<file path="config.mk">
export PLATFORM = sky130hd
export DESIGN_NAME = trigger_safe_burst_indexer_core_flat
export DESIGN_NICKNAME = d
export VERILOG_FILES = /design/src/rtl/core/tsbi_pkg.sv /design/src/rtl/core/tsbi_if.sv /design/src/rtl/core/tsbi_cfg_regs.sv /design/src/rtl/core/tsbi_step.sv /design/src/rtl/core/trigger_safe_burst_indexer_core.sv /design/src/flat_wrapper.sv
export VERILOG_INCLUDE_DIRS = /design/src /design/src/rtl/core
export SDC_FILE = /design/constraint.sdc
export NUM_CORES = 1
export LEC_CHECK = 0
export BUFFER_PORTS_ARGS = -buffer_cell sky130_fd_sc_hd__buf_2
export CORE_ASPECT_RATIO = 1.25
export CORE_MARGIN = 1.5
export CORE_UTILIZATION = 40
export DETAILED_ROUTE_END_ITERATION = 10
export PLACE_DENSITY = 0.53
export SETUP_SLACK_MARGIN = 0.15
export SLEW_MARGIN = 20
export SYNTH_ARGS = -nofsm -noshare
export SYNTH_HDL_FRONTEND = slang
export SYNTH_HIERARCHICAL = 1
export SYNTH_SLANG_ARGS = --single-unit
</file>
<file path="constraint.sdc">
create_clock -name clk -period 17.3 [get_ports clk]
set_input_delay 3.46 -clock clk [delete_from_list [all_inputs] [get_ports clk]]
set_output_delay 3.46 -clock clk [all_outputs]
set_load 0.03 [all_outputs]
</file>
<file path="src/rtl/core/trigger_safe_burst_indexer_core_assert.svh">
// Assertion macros shared by the trigger indexer RTL.
`ifndef TRIGGER_SAFE_BURST_INDEXER_CORE_ASSERT_SVH
`define TRIGGER_SAFE_BURST_INDEXER_CORE_ASSERT_SVH

// Same-cycle implication, disabled during reset.
`define TSBI_ASSERT_IMP(lbl, clk, rst, ante, cons) \
  lbl: assert property (@(posedge clk) disable iff (rst) (ante) |-> (cons)) \
    else $error("tsbi: same-cycle check failed");

// Next-cycle implication, disabled during reset.
`define TSBI_ASSERT_NXT(lbl, clk, rst, ante, cons) \
  lbl: assert property (@(posedge clk) disable iff (rst) (ante) |=> (cons)) \
    else $error("tsbi: next-cycle check failed");

`endif

</file>
<file path="src/rtl/core/tsbi_pkg.sv">
// Package: constants, codes and types of the trigger burst indexer.
`timescale 1ns / 1ps

package tsbi_pkg;

  // Encoder circle; a power of two, so wrapping is a plain truncation.
  localparam int COUNTS_PER_CIRCLE = 8192;
  localparam int CNT_W             = $clog2(COUNTS_PER_CIRCLE);
  localparam int HALF_CIRCLE       = COUNTS_PER_CIRCLE / 2;
  // err * 32 > circle  <=>  err > circle / 32
  localparam int JAM_ERR_LIMIT     = COUNTS_PER_CIRCLE / 32;

  // Field widths
  localparam int POS_W  = 13;
  localparam int CPB_W  = 13;
  localparam int TMO_W  = 16;
  localparam int VEL_W  = 15;
  localparam int SPD_W  = 16;
  localparam int TICK_W = 32;
  localparam int REQ_W  = 3;

  // Configuration port
  localparam int CFG_IDX_W  = 2;
  localparam int CFG_DATA_W = 16;

  localparam logic [CFG_IDX_W-1:0] REG_COUNTS_PER_BULLET = 2'd0;
  localparam logic [CFG_IDX_W-1:0] REG_JAM_TIMEOUT       = 2'd1;
  localparam logic [CFG_IDX_W-1:0] REG_STALL_VELOCITY    = 2'd2;

  localparam logic [CPB_W-1:0] CPB_RESET = 13'd1024;
  localparam logic [TMO_W-1:0] TMO_RESET = 16'd800;
  localparam logic [VEL_W-1:0] VEL_RESET = 15'd160;

  // Item kinds
  localparam logic KIND_ENTER = 1'b0;
  localparam logic KIND_TICK  = 1'b1;

  // Event codes
  localparam logic [1:0] EV_NONE       = 2'd0;
  localparam logic [1:0] EV_FRICTION   = 2'd1;
  localparam logic [1:0] EV_ESTOP      = 2'd2;
  localparam logic [1:0] EV_BURST_STOP = 2'd3;

  // State-change requests
  typedef enum logic [REQ_W-1:0] {
    REQ_STAY    = 3'd0,
    REQ_PASSIVE = 3'd1,
    REQ_READY   = 3'd2,
    REQ_BURST   = 3'd3,
    REQ_JAM     = 3'd4
  } req_t;

  typedef struct packed {
    logic [CPB_W-1:0] counts_per_bullet;
    logic [TMO_W-1:0] jam_timeout_ticks;
    logic [VEL_W-1:0] stall_velocity;
  } cfg_t;

  typedef struct packed {
    logic                    kind;
    logic [1:0]              event_req;
    logic                    burst_requested;
    logic [POS_W-1:0]        current_pos;
    logic                    single_allowed;
    logic                    burst_allowed;
    logic signed [SPD_W-1:0] wheel_speed;
    logic [TICK_W-1:0]       tick_now;
  } item_t;

  typedef struct packed {
    logic [CNT_W-1:0]  target_reg;
    logic [TICK_W-1:0] stall_start;
  } state_t;

  typedef struct packed {
    req_t             next_request;
    logic [POS_W-1:0] target_pos;
    logic             stall_timing;
  } result_t;

endpackage

</file>
<file path="src/rtl/core/tsbi_if.sv">
// Valid/ready channel interfaces for input items and result items.
`timescale 1ns / 1ps

interface tsbi_in_if;
  logic                                      valid;
  logic                                      ready;
  logic                                      kind;
  logic [1:0]                                event_req;
  logic                                      burst_requested;
  logic [tsbi_pkg::POS_W-1:0]                current_pos;
  logic                                      single_allowed;
  logic                                      burst_allowed;
  logic signed [tsbi_pkg::SPD_W-1:0]         wheel_speed;
  logic [tsbi_pkg::TICK_W-1:0]               tick_now;

  modport source (
    output valid, kind, event_req, burst_requested, current_pos,
           single_allowed, burst_allowed, wheel_speed, tick_now,
    input  ready
  );
  modport sink (
    input  valid, kind, event_req, burst_requested, current_pos,
           single_allowed, burst_allowed, wheel_speed, tick_now,
    output ready
  );
endinterface

interface tsbi_out_if;
  logic                       valid;
  logic                       ready;
  logic [tsbi_pkg::REQ_W-1:0] next_request;
  logic [tsbi_pkg::POS_W-1:0] target_pos;
  logic                       stall_timing;

  modport source (
    output valid, next_request, target_pos, stall_timing,
    input  ready
  );
  modport sink (
    input  valid, next_request, target_pos, stall_timing,
    output ready
  );
endinterface

</file>
<file path="src/rtl/core/tsbi_cfg_regs.sv">
// Configuration registers with their reset values and write decoder.
`timescale 1ns / 1ps

module tsbi_cfg_regs (
  input  logic                            clk,
  input  logic                            rst,
  input  logic                            we,
  input  logic [tsbi_pkg::CFG_IDX_W-1:0]  index,
  input  logic [tsbi_pkg::CFG_DATA_W-1:0] data,
  output tsbi_pkg::cfg_t                  cfg
);

  // Indexed write; unknown indexes are dropped
  always_ff @(posedge clk) begin
    if (rst) begin
      cfg.counts_per_bullet <= tsbi_pkg::CPB_RESET;
      cfg.jam_timeout_ticks <= tsbi_pkg::TMO_RESET;
      cfg.stall_velocity    <= tsbi_pkg::VEL_RESET;
    end else if (we) begin
      unique case (index)
        tsbi_pkg::REG_COUNTS_PER_BULLET: begin
          cfg.counts_per_bullet <= data[tsbi_pkg::CPB_W-1:0];
        end
        tsbi_pkg::REG_JAM_TIMEOUT: begin
          cfg.jam_timeout_ticks <= data[tsbi_pkg::TMO_W-1:0];
        end
        tsbi_pkg::REG_STALL_VELOCITY: begin
          cfg.stall_velocity <= data[tsbi_pkg::VEL_W-1:0];
        end
        default: begin
        end
      endcase
    end
  end

endmodule

</file>
<file path="src/rtl/core/tsbi_step.sv">
// One control tick: target stepping, request select and jam timer update.
`timescale 1ns / 1ps

module tsbi_step (
  input  tsbi_pkg::item_t   item,
  input  tsbi_pkg::state_t  state,
  input  tsbi_pkg::cfg_t    cfg,
  output tsbi_pkg::state_t  state_next,
  output tsbi_pkg::result_t res
);

  localparam int CNT_W = tsbi_pkg::CNT_W;

  logic [CNT_W-1:0]              pos;
  logic [CNT_W-1:0]              ahead;      // forward distance target -> pos
  logic                          passed;
  logic [CNT_W-1:0]              tgt_step;
  logic [CNT_W-1:0]              err_fwd;    // forward distance pos -> new target
  logic [CNT_W-1:0]              err_mag;
  logic                          err_big;
  logic [tsbi_pkg::SPD_W-1:0]    spd_mag;
  logic                          spd_slow;
  logic                          stalled;
  logic [tsbi_pkg::TICK_W-1:0]   elapsed;
  logic                          timed_out;

  // Position and target distance, all modulo one circle
  assign pos      = CNT_W'(item.current_pos);
  assign ahead    = pos - state.target_reg;
  assign passed   = (ahead != '0) && (ahead < CNT_W'(tsbi_pkg::HALF_CIRCLE));
  assign tgt_step = passed ? state.target_reg + CNT_W'(cfg.counts_per_bullet)
                           : state.target_reg;

  // Wrapped error magnitude against the (possibly stepped) target
  assign err_fwd = tgt_step - pos;
  assign err_mag = (err_fwd > CNT_W'(tsbi_pkg::HALF_CIRCLE)) ? CNT_W'(-err_fwd) : err_fwd;
  assign err_big = err_mag > CNT_W'(tsbi_pkg::JAM_ERR_LIMIT);

  // Speed magnitude; the most negative code maps to 32768
  assign spd_mag  = item.wheel_speed[tsbi_pkg::SPD_W-1] ?
                    tsbi_pkg::SPD_W'(-item.wheel_speed) : item.wheel_speed;
  assign spd_slow = spd_mag < {1'b0, cfg.stall_velocity};
  assign stalled  = err_big && spd_slow;

  assign elapsed   = item.tick_now - state.stall_start;
  assign timed_out = elapsed >= {{(tsbi_pkg::TICK_W - tsbi_pkg::TMO_W){1'b0}},
                                 cfg.jam_timeout_ticks};

  // Request select and state update
  always_comb begin
    state_next       = state;
    res.next_request = tsbi_pkg::REQ_STAY;
    if (item.kind == tsbi_pkg::KIND_ENTER) begin
      state_next.target_reg  = pos;
      state_next.stall_start = '0;
    end else begin
      case (item.event_req) inside
        tsbi_pkg::EV_FRICTION, tsbi_pkg::EV_ESTOP: begin
          res.next_request = tsbi_pkg::REQ_PASSIVE;
        end
        tsbi_pkg::EV_BURST_STOP: begin
          res.next_request = tsbi_pkg::REQ_READY;
        end
        default: begin
          if (!item.burst_requested) begin
            res.next_request = tsbi_pkg::REQ_READY;
          end else if (passed && !item.single_allowed) begin
            // target passed but no heat left: hold, skip the jam check
            res.next_request = tsbi_pkg::REQ_STAY;
          end else begin
            state_next.target_reg = tgt_step;
            if (item.burst_allowed) begin
              res.next_request = tsbi_pkg::REQ_BURST;
            end
            if (stalled) begin
              if (state.stall_start == '0) begin
                state_next.stall_start = item.tick_now;
              end else if (timed_out) begin
                res.next_request = tsbi_pkg::REQ_JAM;
              end
            end else begin
              state_next.stall_start = '0;
            end
          end
        end
      endcase
    end
    res.target_pos   = tsbi_pkg::POS_W'(state_next.target_reg);
    res.stall_timing = (state_next.stall_start != '0);
  end

endmodule

</file>
<file path="src/rtl/core/trigger_safe_burst_indexer_core.sv">
// Top level of the trigger burst indexer: input register, tick logic, result register.
//
//  channel   dir   handshake       payload
//  in_ch     in    valid/ready     kind, event_req, burst_requested, current_pos,
//                                  single_allowed, burst_allowed, wheel_speed, tick_now
//  out_ch    out   valid/ready     next_request, target_pos, stall_timing
//  cfg_*     in    cfg_we only     cfg_index, cfg_data
//
// One item per cycle sustained while out_ch is not stalled; each result is registered
// (the item sits in the input register, then the tick logic loads the result register).
// The target and jam timer update as the item moves into the result register, so the
// next item in the input register always sees the updated state.
// A stalled output holds the result register and the input register; in_ch.ready drops
// only when both are full and out_ch.ready is low.
// Synchronous reset clears the valid flags, the target and the jam timer; the
// configuration registers return to 1024, 800 and 160.
`timescale 1ns / 1ps
`include "trigger_safe_burst_indexer_core_assert.svh"

module trigger_safe_burst_indexer_core (
  input  logic                            clk,
  input  logic                            rst,
  tsbi_in_if.sink                         in_ch,
  tsbi_out_if.source                      out_ch,
  input  logic                            cfg_we,
  input  logic [tsbi_pkg::CFG_IDX_W-1:0]  cfg_index,
  input  logic [tsbi_pkg::CFG_DATA_W-1:0] cfg_data
);

  tsbi_pkg::cfg_t    cfg;
  tsbi_pkg::item_t   in_item;
  logic              in_valid;
  tsbi_pkg::state_t  state;
  tsbi_pkg::state_t  state_next;
  tsbi_pkg::result_t res;
  tsbi_pkg::result_t out_res;
  logic              out_valid;
  logic              advance;
  logic              fire;

  tsbi_cfg_regs u_cfg (
    .clk   (clk),
    .rst   (rst),
    .we    (cfg_we),
    .index (cfg_index),
    .data  (cfg_data),
    .cfg   (cfg)
  );

  tsbi_step u_step (
    .item       (in_item),
    .state      (state),
    .cfg        (cfg),
    .state_next (state_next),
    .res        (res)
  );

  // Pipeline flow control
  assign advance     = !out_valid || out_ch.ready;
  assign fire        = in_valid && advance;
  assign in_ch.ready = !in_valid || advance;

  // Control and state registers
  always_ff @(posedge clk) begin
    if (rst) begin
      in_valid          <= 1'b0;
      out_valid         <= 1'b0;
      state.target_reg  <= '0;
      state.stall_start <= '0;
    end else begin
      if (in_ch.ready) begin
        in_valid <= in_ch.valid;
      end
      if (advance) begin
        out_valid <= in_valid;
      end
      if (fire) begin
        state <= state_next;
      end
    end
  end

  // Payload registers
  always_ff @(posedge clk) begin
    if (in_ch.valid && in_ch.ready) begin
      in_item.kind            <= in_ch.kind;
      in_item.event_req       <= in_ch.event_req;
      in_item.burst_requested <= in_ch.burst_requested;
      in_item.current_pos     <= in_ch.current_pos;
      in_item.single_allowed  <= in_ch.single_allowed;
      in_item.burst_allowed   <= in_ch.burst_allowed;
      in_item.wheel_speed     <= in_ch.wheel_speed;
      in_item.tick_now        <= in_ch.tick_now;
    end
    if (fire) begin
      out_res <= res;
    end
  end

  // Result channel
  assign out_ch.valid        = out_valid;
  assign out_ch.next_request = out_res.next_request;
  assign out_ch.target_pos   = out_res.target_pos;
  assign out_ch.stall_timing = out_res.stall_timing;

  // Checks
  `TSBI_ASSERT_IMP(a_jam_needs_timer, clk, rst,
    out_valid && (out_res.next_request == tsbi_pkg::REQ_JAM), out_res.stall_timing)
  `TSBI_ASSERT_NXT(a_enter_clears_timer, clk, rst,
    fire && (in_item.kind == tsbi_pkg::KIND_ENTER), state.stall_start == '0)
  `TSBI_ASSERT_NXT(a_state_holds_idle, clk, rst,
    !fire, $stable(state.target_reg) && $stable(state.stall_start))
  `TSBI_ASSERT_IMP(a_ready_when_out_free, clk, rst, !out_valid, in_ch.ready)

endmodule

</file>
<file path="src/flat_wrapper.sv">
// flat-port wrapper written by rule: the top's interface ports become plain ports
module trigger_safe_burst_indexer_core_flat 
  (clk, rst, cfg_we, cfg_index, cfg_data, in_ch_valid, in_ch_kind, in_ch_event_req, in_ch_burst_requested, in_ch_current_pos, in_ch_single_allowed, in_ch_burst_allowed, in_ch_wheel_speed, in_ch_tick_now, in_ch_ready, out_ch_valid, out_ch_next_request, out_ch_target_pos, out_ch_stall_timing, out_ch_ready);
  tsbi_in_if in_ch_i ();
  tsbi_out_if out_ch_i ();
  input  logic clk;
  input  logic rst;
  input  logic cfg_we;
  input  logic [tsbi_pkg::CFG_IDX_W-1:0] cfg_index;
  input  logic [tsbi_pkg::CFG_DATA_W-1:0] cfg_data;
  input wire logic [$bits(in_ch_i.valid)-1:0] in_ch_valid;
  input wire logic [$bits(in_ch_i.kind)-1:0] in_ch_kind;
  input wire logic [$bits(in_ch_i.event_req)-1:0] in_ch_event_req;
  input wire logic [$bits(in_ch_i.burst_requested)-1:0] in_ch_burst_requested;
  input wire logic [$bits(in_ch_i.current_pos)-1:0] in_ch_current_pos;
  input wire logic [$bits(in_ch_i.single_allowed)-1:0] in_ch_single_allowed;
  input wire logic [$bits(in_ch_i.burst_allowed)-1:0] in_ch_burst_allowed;
  input wire logic [$bits(in_ch_i.wheel_speed)-1:0] in_ch_wheel_speed;
  input wire logic [$bits(in_ch_i.tick_now)-1:0] in_ch_tick_now;
  output wire logic [$bits(in_ch_i.ready)-1:0] in_ch_ready;
  output wire logic [$bits(out_ch_i.valid)-1:0] out_ch_valid;
  output wire logic [$bits(out_ch_i.next_request)-1:0] out_ch_next_request;
  output wire logic [$bits(out_ch_i.target_pos)-1:0] out_ch_target_pos;
  output wire logic [$bits(out_ch_i.stall_timing)-1:0] out_ch_stall_timing;
  input wire logic [$bits(out_ch_i.ready)-1:0] out_ch_ready;
  assign in_ch_i.valid = in_ch_valid;
  assign in_ch_i.kind = in_ch_kind;
  assign in_ch_i.event_req = in_ch_event_req;
  assign in_ch_i.burst_requested = in_ch_burst_requested;
  assign in_ch_i.current_pos = in_ch_current_pos;
  assign in_ch_i.single_allowed = in_ch_single_allowed;
  assign in_ch_i.burst_allowed = in_ch_burst_allowed;
  assign in_ch_i.wheel_speed = in_ch_wheel_speed;
  assign in_ch_i.tick_now = in_ch_tick_now;
  assign in_ch_ready = in_ch_i.ready;
  assign out_ch_valid = out_ch_i.valid;
  assign out_ch_next_request = out_ch_i.next_request;
  assign out_ch_target_pos = out_ch_i.target_pos;
  assign out_ch_stall_timing = out_ch_i.stall_timing;
  assign out_ch_i.ready = out_ch_ready;
  trigger_safe_burst_indexer_core u_core (.clk(clk), .rst(rst), .in_ch(in_ch_i), .out_ch(out_ch_i), .cfg_we(cfg_we), .cfg_index(cfg_index), .cfg_data(cfg_data));
endmodule
</file>
## Word-level counts from Yosys, hierarchy flattened

Cells that the tools add are included.
W data, S select, Z words.

- Bits in registers: 175
- Word-level logic and storage cells: 76

- Add/subtract/negate cells: 6
- $lt $le $gt $ge: 5
- Equal/unequal tests: 5
- Multiplexer cells: 18
- Bitwise gates (word level): 2
- Reductions and logical operators: 20

Operators with widths:

| operator | count |
|---|---|
| $mux W45 | 5 |
| $mux W32 | 2 |
| $ge A32 B16 Y1 | 1 |
| $logic_not A32 Y1 | 1 |
| $reduce_bool A32 Y1 | 1 |
| $sub A32 B32 Y32 | 1 |
| $mux W13 | 2 |
| $sub A13 B13 Y13 | 2 |
| $lt A16 B15 Y1 | 1 |
| $mux W16 | 1 |
| $neg A16 Y16 | 1 |
| $add A13 B13 Y13 | 1 |
| $gt A13 B13 Y1 const B | 1 |
| $gt A13 B9 Y1 const B | 1 |
| $lt A13 B13 Y1 const B | 1 |
| $neg A13 Y13 | 1 |
| $reduce_bool A13 Y1 | 1 |
| $mux W3 | 3 |
| $mux W2 | 4 |
| $eq A2 B2 Y1 const B | 3 |
| $reduce_and A2 Y1 | 3 |
| $reduce_or A6 Y1 | 1 |
| $logic_and A1 B1 Y1 | 5 |
| $eq A2 B1 Y1 const B | 2 |
| 7 further kinds | 11 |

## Depth between registers and ports, before layout

- Depth in word-level cells: 16
- Mapped depth: 28
- Depth with buffers taken out: 25

## Cells and area by module

The synthesis kept the hierarchy.

Modules (own cells, without submodules):

| module | instances | cells each | area an instance (sq um) | seq. area each (sq um) |
|---|---|---|---|---|
| tsbi_step | 1 | 860 | 5818.1 | 0.0 |
| trigger_safe_burst_indexer_core | 1 | 289 | 4668.2 | 3463.3 |
| tsbi_cfg_regs | 1 | 171 | 1808.0 | 880.8 |

## Worst setup path before layout

Ideal clock, no wire load.

- Kind: input to register
- Start: input out_ch_ready
- End: register u_core/in_item[0] in the netlist's numbering, enable pin
- Setup time: 0.514 ns
- Arrival time: 6.783 ns
- Data required time: 16.786 ns
- Slack: 10.003 ns
- Stages on the path: 2
- Buffers on the path: 0
- Path through: nor2b_4 a21oi_1

- Cells in the longest elaborated chain, start to end: 3

RTL lines:

| element | RTL line | text |
|---|---|---|
| start: declaration | flat_wrapper.sv:25 | `input wire logic [$bits(out_ch_i.ready)-1:0] out_ch_ready;` |
| $logic_or A1 B1 Y1 | trigger_safe_burst_indexer_core.sv:59 | `assign advance = !out_valid \|\| out_ch.ready;` |
| $logic_or A1 B1 Y1 | trigger_safe_burst_indexer_core.sv:61 | `assign in_ch.ready = !in_valid \|\| advance;` |
| $logic_and A1 B1 Y1 | trigger_safe_burst_indexer_core.sv:85 | `if (in_ch.valid && in_ch.ready) begin` |
| end: declaration | trigger_safe_burst_indexer_core.sv:31 | `tsbi_pkg::item_t in_item;` |

No other way between the ends.
A chain may end at the register's enable or synchronous reset.

## Worst setup path after layout

- Start: input out_ch_ready
- End: output in_ch_ready

- Cells in the longest elaborated chain, start to end: 2

RTL lines:

| element | RTL line | text |
|---|---|---|
| $logic_or A1 B1 Y1 | trigger_safe_burst_indexer_core.sv:59 |  |
| $logic_or A1 B1 Y1 | trigger_safe_burst_indexer_core.sv:61 |  |
| end: declaration | flat_wrapper.sv:20 | `output wire logic [$bits(in_ch_i.ready)-1:0] in_ch_ready;` |

No other way between the ends.

==> reports/results.tsv <==
metric	value	unit
finalMaxSlewViolations	0	
holdWs	0.476	ns
critPathRequiredTime	13.84	ns
cts_resized	0	
drt_wl_total	30.3	mm
antenna_cells	0	
cp-start-kind	input pin	
grt_pass1_vias	9531	
vias_per_cell	5.32	
cts_setup_buffers	0	
grtUsageTotal	19.5	%
path_common_cell	buf_2	
drive_above_1_share	12.3	%
r2r_start	u_core/state[39]	
seq_area	4340	sq um
crit_slowest_cell	nor2b_4	
nets	1587	
fmax	133	MHz
fin_setup_tns	0	ns
path_cells	buf_2 -> nor2b_4 -> nand2_1 -> buf_2	
place_ws	9.81	ns
rsz0062_at_grt	false	
syn_avg_cell_area	9.31	sq um
path_clk_slew	0.07	ns
wl_per_cell	16.8	um
fin_ws	9.81	ns
hold_violations	0	
grt_pass1_wl	48.7	mm
cpPeakStageDelay	0.19	ns
yosys.area.top_type	edfxtp_1	
cts-root-buf	clkbuf_16	
core_area	30200	sq um
cp_max_fo	4	
syn_area	12300	sq um
whs_endpoint	u_core/u_cfg/cfg[18]	
first_iter_violations	545	
hold_depth	2	
final_area	13600	sq um
multi_input_area	7120	sq um
cts_buffers	17	
netlist_instances	1320	
cts_tree	built	
ys_types	79	
fill_cells	3008	
ios	109	
cts_hold_repair.buffers	0	
dieArea	31800	sq um
rows	71	
insertion_delay	0.43	ns
synthTopCellsByArea	edfxtp_1 (21%), dfxtp_1 (15%), ha_1 (10%)	
setup_viol_count_final	0	
r2r_cells	24	
ys_ff_latch	175	
layout_commonest_cell	nand2b_1	
status	complete, no violations	
first_pass_iters	5	
io_buffers	108	
critical_path_arrival	4.03	ns
min_from	u_core/u_cfg/cfg[18]	
vias	9619	
ctsLongestPathBuffers	2	
slew_headroom	28.7	%
critPathKind	in -> out	
dpl.hpwl	23.0	mm
reg2reg_to	u_core/state[25]	
drc_errors	0	
finalCriticalPeriod	7.49	ns
end_kind	primary output	
tightest_slew	1.07	ns
skew	0.0132	ns
power_density	79.7	nW/um^2
antenna_found_initial	0	
synthesis.nets	1512	
synth_top_area_share	20.5	%
mostFrequentLayoutCells	nand2b_1 (158), inv_1 (116), buf_2 (107)	
maxCapViolCount	0	
finalCritPeriodShare	43.3	%
overflow	0	
hp-class	reg -> reg	
synth_edf_count	84	
cts.sinks	175	
dpl-instance-area	13000	sq um
leakagePower	0.00545	uW
yosysSeqAreaShare	35.3	%
ys_warn_count	6	
r2r_slack	10.28	ns
ys.flop_type	dfxtp_1	
die_h	199	um
grt_max_degree	148	
vdd.ir_drop.worst	0.0622	mV
antenna_left	0	
h-tree-depth	4	
start_util	40.7	%
async_flop_share	0	%
gp_congestion	0.868	
area_growth	10.5	%
dieWidth	160	um
## layer usage
metal | vias to the layer above | share of wire (%) | global-route usage (%)
li1 | 4839 | - | -
met1 | 4527 | 44 | 23.6
met2 | 214 | 49 | 34.9
met3 | 39 | 4.0 | 3.04
met4 | 0 | 2.5 | 7.06
met5 | - | 0 | 0
## worst max-delay path: cells and delay by family
family / cells / cell delay (ns)
buffers and inverters: 2 / 0.29
and+or+nand+nor: 2 / 0.28
## sequential cells by signal, summed over array words and instances (netlist names)
name	cells
u_core/out_ch.valid	1
u_core/out_ch.next_request	3
u_core/out_ch.stall_timing	1
u_core/in_item	67
u_core/state	45
u_core/u_cfg/cfg	44
u_core/in_valid	1
u_core/out_ch.target_pos	13
## how the worst max path moves through the flow
stage / startpoint / end / slack, ns / cells after the start
after floorplan: out_ch_ready / u_core/in_item[0] / 10.00 / 2
after global placement: out_ch_ready / in_ch_ready / 9.81 / 4
after detailed placement: out_ch_ready / in_ch_ready / 9.81 / 4
after CTS: out_ch_ready / in_ch_ready / 9.81 / 4
after global routing: u_core/state[38] / u_core/state[14] / 9.58 / 24
final: out_ch_ready / in_ch_ready / 9.81 / 4
## cells in the mapped netlist (15+ instances only)
library cell and count:
nand2b_1 158, inv_1 116, mux2i_1 106, ha_1 99
dfxtp_1 91, a21oi_1 86, edfxtp_1 84, nor2_1 75
nand2_1 61, o21ai_0 49, xnor2_1 39, a21o_1 28
clkbuf_1 23, buf_4 17, xor2_1 17, a22o_1 15
nand3_1 15, nor3_1 15, nor4_1 15
## cells by family after synthesis
group	Yosys count	share of synthesized area [%]
AO/OA/AOI/OAI	297	16.4
flip-flops	175	35.3
multiplexers	106	8.63
XOR/XNOR	56	3.99
AND/OR/NAND/NOR	409	18.2
buffers and inverters	175	6.82
adder cells (fa/ha/maj)	102	10.6
## final cells by class
class                   count  share of cell area, %
inverters                 116                   3.20
multi-input cells         970                   52.4
flip-flops and latches    175                   32.0
well taps                 401                   3.69
clock inverters            12                   1.01
clock buffers              20                   3.29
repair buffers            115                   4.41
## stage by stage
stage / power (uW) / cells / utilization (%)
CTS: 1100 / 1809 / 45.0
floorplan: 648 / 1320 / -
detailed placement: 702 / 1777 / 43.0
global placement: 700 / 1777 / 43.0
global route: 1140 / 1809 / 45.0
finish: 1080 / 1809 / 45.0
## power breakdown
part / internal (uW) / total, uW / switching (uW)
clock: 218 / 389 / 171
sequential: 454 / 468 / 14.2
combinational: 92.9 / 225 / 132
total: 765 / 1080 / 318
No activity file was read; power rests on OpenSTA's default activity.
